<file path="config.mk">
export PLATFORM = sky130hd
export DESIGN_NAME = bptc_cal_regs
export DESIGN_NICKNAME = d
export VERILOG_FILES = /design/src/design/bptc_pkg.sv /design/src/design/bptc_cal_regs.sv
export SDC_FILE = /design/constraint.sdc
export NUM_CORES = 1
export LEC_CHECK = 0
export ABC_AREA = 1
export BUFFER_PORTS_ARGS = -buffer_cell sky130_fd_sc_hd__buf_2
export CAP_MARGIN = 30
export CORE_ASPECT_RATIO = 0.7
export CORE_MARGIN = 2
export CORE_UTILIZATION = 46
export DETAILED_ROUTE_END_ITERATION = 8
export GPL_TIMING_DRIVEN = 1
export HOLD_SLACK_MARGIN = 0.02
export PLACE_DENSITY = 0.82
export SYNTH_ARGS = -nofsm -noshare
export SYNTH_HDL_FRONTEND = slang
export SYNTH_SLANG_ARGS = --single-unit
</file>
<file path="constraint.sdc">
create_clock -name clk -period 1 [get_ports clk]
set_input_delay 0.2 -clock clk [delete_from_list [all_inputs] [get_ports clk]]
set_output_delay 0.2 -clock clk [all_outputs]
set_load 0.05 [all_outputs]
</file>
<file path="src/design/bptc_pkg.sv">
package bptc_pkg;

  localparam int CAL_W     = 16;
  localparam int RAW_W     = 24;
  localparam int CFG_IDX_W = 3;
  localparam int TEMP_W    = 19;
  localparam int PRESS_W   = 23;
  localparam int DATA_IN_W  = 48;
  localparam int DATA_OUT_W = 48;

  localparam int DT_W   = RAW_W + 1;
  localparam int PROD_W = DT_W + CAL_W;
  localparam int OFF_W  = 35;
  localparam int SENS_W = 34;
  localparam int SENS_LO_W = 17;
  localparam int FULL_W = 58;
  localparam int Q_W    = 37;
  localparam int DIFF_W = 38;

  localparam int SH_TEMP      = 23;
  localparam int SH_OFF_BASE  = 16;
  localparam int SH_OFF_TC    = 7;
  localparam int SH_SENS_BASE = 15;
  localparam int SH_SENS_TC   = 8;
  localparam int SH_P_MUL     = 21;
  localparam int SH_P_OUT     = 15;
  localparam int SH_REF       = 8;

  localparam logic [TEMP_W-1:0] TEMP_BASE = TEMP_W'(2000);

  localparam logic [CFG_IDX_W-1:0] REG_PRESS_SENS = 3'd0;
  localparam logic [CFG_IDX_W-1:0] REG_PRESS_OFF  = 3'd1;
  localparam logic [CFG_IDX_W-1:0] REG_SENS_TC    = 3'd2;
  localparam logic [CFG_IDX_W-1:0] REG_OFF_TC     = 3'd3;
  localparam logic [CFG_IDX_W-1:0] REG_REF_TEMP   = 3'd4;
  localparam logic [CFG_IDX_W-1:0] REG_TEMP_COEFF = 3'd5;

  typedef struct packed {
    logic [CAL_W-1:0] press_sens;
    logic [CAL_W-1:0] press_off;
    logic [CAL_W-1:0] sens_tc;
    logic [CAL_W-1:0] off_tc;
    logic [CAL_W-1:0] ref_temp;
    logic [CAL_W-1:0] temp_coeff;
  } cal_t;

endpackage

</file>
<file path="src/design/bptc_cal_regs.sv">
module bptc_cal_regs (
  input  logic                           clk,
  input  logic                           rst_n,
  input  logic                           cfg_we,
  input  logic [bptc_pkg::CFG_IDX_W-1:0] cfg_index,
  input  logic [bptc_pkg::CAL_W-1:0]     cfg_wdata,
  output bptc_pkg::cal_t                 cal_r
);

  bptc_pkg::cal_t cal_nxt;

  always_comb begin
    cal_nxt = cal_r;
    if (cfg_we) begin
      unique case (cfg_index)
        bptc_pkg::REG_PRESS_SENS: cal_nxt.press_sens = cfg_wdata;
        bptc_pkg::REG_PRESS_OFF:  cal_nxt.press_off  = cfg_wdata;
        bptc_pkg::REG_SENS_TC:    cal_nxt.sens_tc    = cfg_wdata;
        bptc_pkg::REG_OFF_TC:     cal_nxt.off_tc     = cfg_wdata;
        bptc_pkg::REG_REF_TEMP:   cal_nxt.ref_temp   = cfg_wdata;
        bptc_pkg::REG_TEMP_COEFF: cal_nxt.temp_coeff = cfg_wdata;
        default: ;
      endcase
    end
  end

  always_ff @(posedge clk) begin
    if (!rst_n) begin
      cal_r <= '0;
    end else begin
      cal_r <= cal_nxt;
    end
  end

endmodule

</file>
Word-level counts from Yosys, hierarchy flattened
Cells that the tools add are included.
W data, S select, Z words.
- flip-flop bits (word level): 96
- output and inout bits: 96
- input port bits: 22
- logic and storage cells: 18
- reductions and logical operators: 7
- equal/unequal tests: 5
- operator list (kind ; number):
    $reduce_and A2 Y1 ; 6
    $eq A3 B2 Y1 const B ; 2
    $eq A3 B3 Y1 const B ; 2
    $eq A3 B1 Y1 const B ; 1
    $logic_not A3 Y1 ; 1

Longest topological paths before layout
- depth after elaboration: 2
- gate-level depth with buffers: 6
- gate-level depth less buffers: 5

Least setup slack after synthesis
No wires, ideal clock.
- kind: input port to flip-flop
- from: in rst_n
- to: reg cal_r[72] in the netlist's numbering
- path slack: 0.029 ns
- path buffers: 3
- arrival: 0.907 ns
- cell stages on the path: 5
- data required time: 0.936 ns
- setup time: 0.064 ns
- path through: buf_2 -> buf_2 -> buf_1 -> nand2_1 -> nor2_1
- RTL lines (element ; line ; source):
    start: declaration ; bptc_cal_regs.sv:3 ; input logic rst_n,
    end signal: assignment ; bptc_cal_regs.sv:31 ; cal_r <= cal_nxt;
    end: declaration ; bptc_cal_regs.sv:7 ; output bptc_pkg::cal_t cal_r

Worst setup path after layout
- from: reg cal_r[8] in the netlist's numbering
- to: out cal_r[8] in the netlist's numbering
No word-level cell between the ends.

==> out/results.txt <==
Result of the run: finished with violations
Violated checks: negative setup slack
R2r endpoint: cal_r[40]
Mux share of post-synthesis cell area: 0
Antenna viol nets, final: 0
Fin. max-slew vios: 0
Hold depth: 5
Final Routed Wirelength: 12,900 um
Netlist Area Pre-Place: 3860 um^2
Row cnt: 27
Fmax: 0.947 GHz
Main combinational cell family by area after synthesis: simple AND/OR/NAND/NOR gates
Yosys Warn Count: 0
Cts bufs inserted: 9
CP arrival: 860 ps
Gr usage total: 0.278
DR iter-0 viols: 496
Die Y: 80.6 um
Global-route wire length before repair: 19,500 um
CP max stage delay: 360 ps
CTS clk-pin slew, worst paths: 60 ps
Largest net degree at the start of global routing: 54
CTS Root Cell: clkbuf_16
TritonCTS clock tree: yes
Post-Route Skew: 0 ps
Cell taking the most area after synthesis: dfxtp_1
Total power: 9490 uW
GRT overflow: 0
Final setup viols: 96
Max_slew headroom: 0.728
Sequential share of the synthesized area: 0.498
Worst Path Max Fanout: 2
Top Registers: cal_r (96)
Antenna Cells: 0
RSZ-0062 raised after global routing: yes
Yosys cell types: 12
Hold endpoint: cal_r[47]
Post-DP HPWL: 7840 um
Buf/Inv on CP: 1
Clock latency on the worst-skew pair: 340 ps
CP required: 800 ps
Final Hold Vio Count: 0
Worst slew pin tran: 407 ps
Mapped Cells: 552
NumNets Final: 694
Worst Setup Slack, final: -56.2 ps
Vias/cell: 5.24
Most common cell after layout, fill and taps aside: nor2_1
TNS Setup: -3490 ps
Pwr Density: 1560 nW/um^2
CTS Hold Bufs: 0
Post-synth top area share: 0.498
Die area: 9150 um^2
CTS Buffer Depth: 2
Area delta synth->final: 57.9%
Worst Min Path Start: cfg_wdata[15]
Layout Utilization: 0.761
Register bit count reported by yosys: 96
Simple-gate portion of the synthesized area: 0.435
Leak: 0.00272 uW
Worst-case reg-to-reg path depth: 3
Mapped Nets: 574
Compound-Gate Fraction of Synth Area: 0
Period utilisation layout: 1.06
Worst setup path startpoint: cal_r[8]
Setup crit start kind: register
R2R setup slack: 270 ps
Xor-xnor portion of the synthesized cell area: 0
Max-capacitance violation count: 0
Reg with most FFs: cal_r
CP delay by family, top: flip-flops
Critical Path Slowest Stage Cell: dfxtp_2
Final min period: 1060 ps
Routed len/inst: 16.5 um
CORE AREA: 8010 um^2
H-tree depth: 3
CP Class: register to primary output
DR vias: 4,073
Mean Syn Cell Area: 6.99 um^2
Chip Width: 113 um
Most frequent cells in the layout: 192 x nor2_1, 101 x nand2_1, 96 x nand3_1
Post-synthesis adder-cell area fraction: 0
Crit. End Element: primary output
Antenna violations before repair: 0
Synth top area cells: dfxtp_1 50%, nor2_1 19%, nand3_1 12%, nand2_1 9.8%, buf_2 2.9%
Clock sink count: 96
Min-delay worst type: primary input to register
Max FFs per register: 96
Peak supply drop: 1.17 mV
# port buffers: 117
Gpl congestion: 0.839
I/O pin total: 118
Worst path cell trace: buf_8
Via count of the first global-routing pass: 3,842
Starting Density: 0.482
Drt pass-1 iters: 6
Fraction of layout cells with a size suffix above 1: 0.396
Critical R2R Launch: cal_r[40]
Post-route DRC: 0
power breakdown:
group	switching, uW	internal, uW
logic	1070	634
clock network	1430	2250
registers	133	3980
timing repair:
action | CTS | global route
hold endpoints to repair | 0 | 0
gates resized for setup | 353 | 24
setup endpoints to repair | 96 | 96
buffers inserted | 5 | 7
worst max-delay path by stage:
stage                     end  slack, ps  depth (start not counted)
detailed placement  cal_r[58]       -200                          6
CTS                 cal_r[91]        -70                          1
floorplan           cal_r[72]         30                          5
finish               cal_r[8]        -60                          1
global route        cal_r[75]        -80                          1
global placement    cal_r[90]       -140                          6
cells in the mapped netlist:
cell type and n:
dfxtp_1 96, buf_1 6, nand3_1 96, nor2_4 6
inv_2 2, nand2_2 1, nor2_2 3, buf_4 6
nand2_1 101, inv_1 20, nor2_1 193, buf_2 22
layout make-up:
type / instances / area, um^2
inverters: 22 / 82.6
flip-flops and latches: 96 / 2050
clock buffers: 10 / 239
clock inverters: 6 / 82.6
well taps: 101 / 126
multi-input cells: 400 / 1680
repair buffers: 143 / 1830
fillers: 537 / 1910
per-stage QoR:
| stage | hold WS (ps) | instances | worst slack, ps | area [um^2] |
|---|---|---|---|---|
| 2_1_floorplan | 440 | 552 | 29.1 | 3860 |
| 3_3_place_gp | 458 | 750 | -135 | 4630 |
| 3_5_place_dp | 469 | 750 | -201 | 4630 |
| 4_1_cts | 293 | 771 | -69.5 | 5950 |
| 5_1_grt | 327 | 778 | -81.2 | 6090 |
| 6_report | 298 | 778 | -56.2 | 6090 |
tightest hold or removal path: stages:
cell and delay (ps):
buf_2 80, inv_1 110, nand3_1 110, nand2_1 40, nor2_1 70
routing by layer:
| layer | GRT usage | wire length [um] | vias up |
|---|---|---|---|
| met1 | 0.336 | 4950 | 1880 |
| met2 | 0.481 | 6340 | 223 |
| met5 | 0 | 0 | - |
| li1 | - | - | 1951 |
| met4 | 0.0671 | 173 | 0 |
| met3 | 0.0921 | 1410 | 19 |
cells by family after synthesis:
logic type,after synthesis
flops,96
simple gates,400
buf+inv,56
Power figures use the tool's default switching activity.
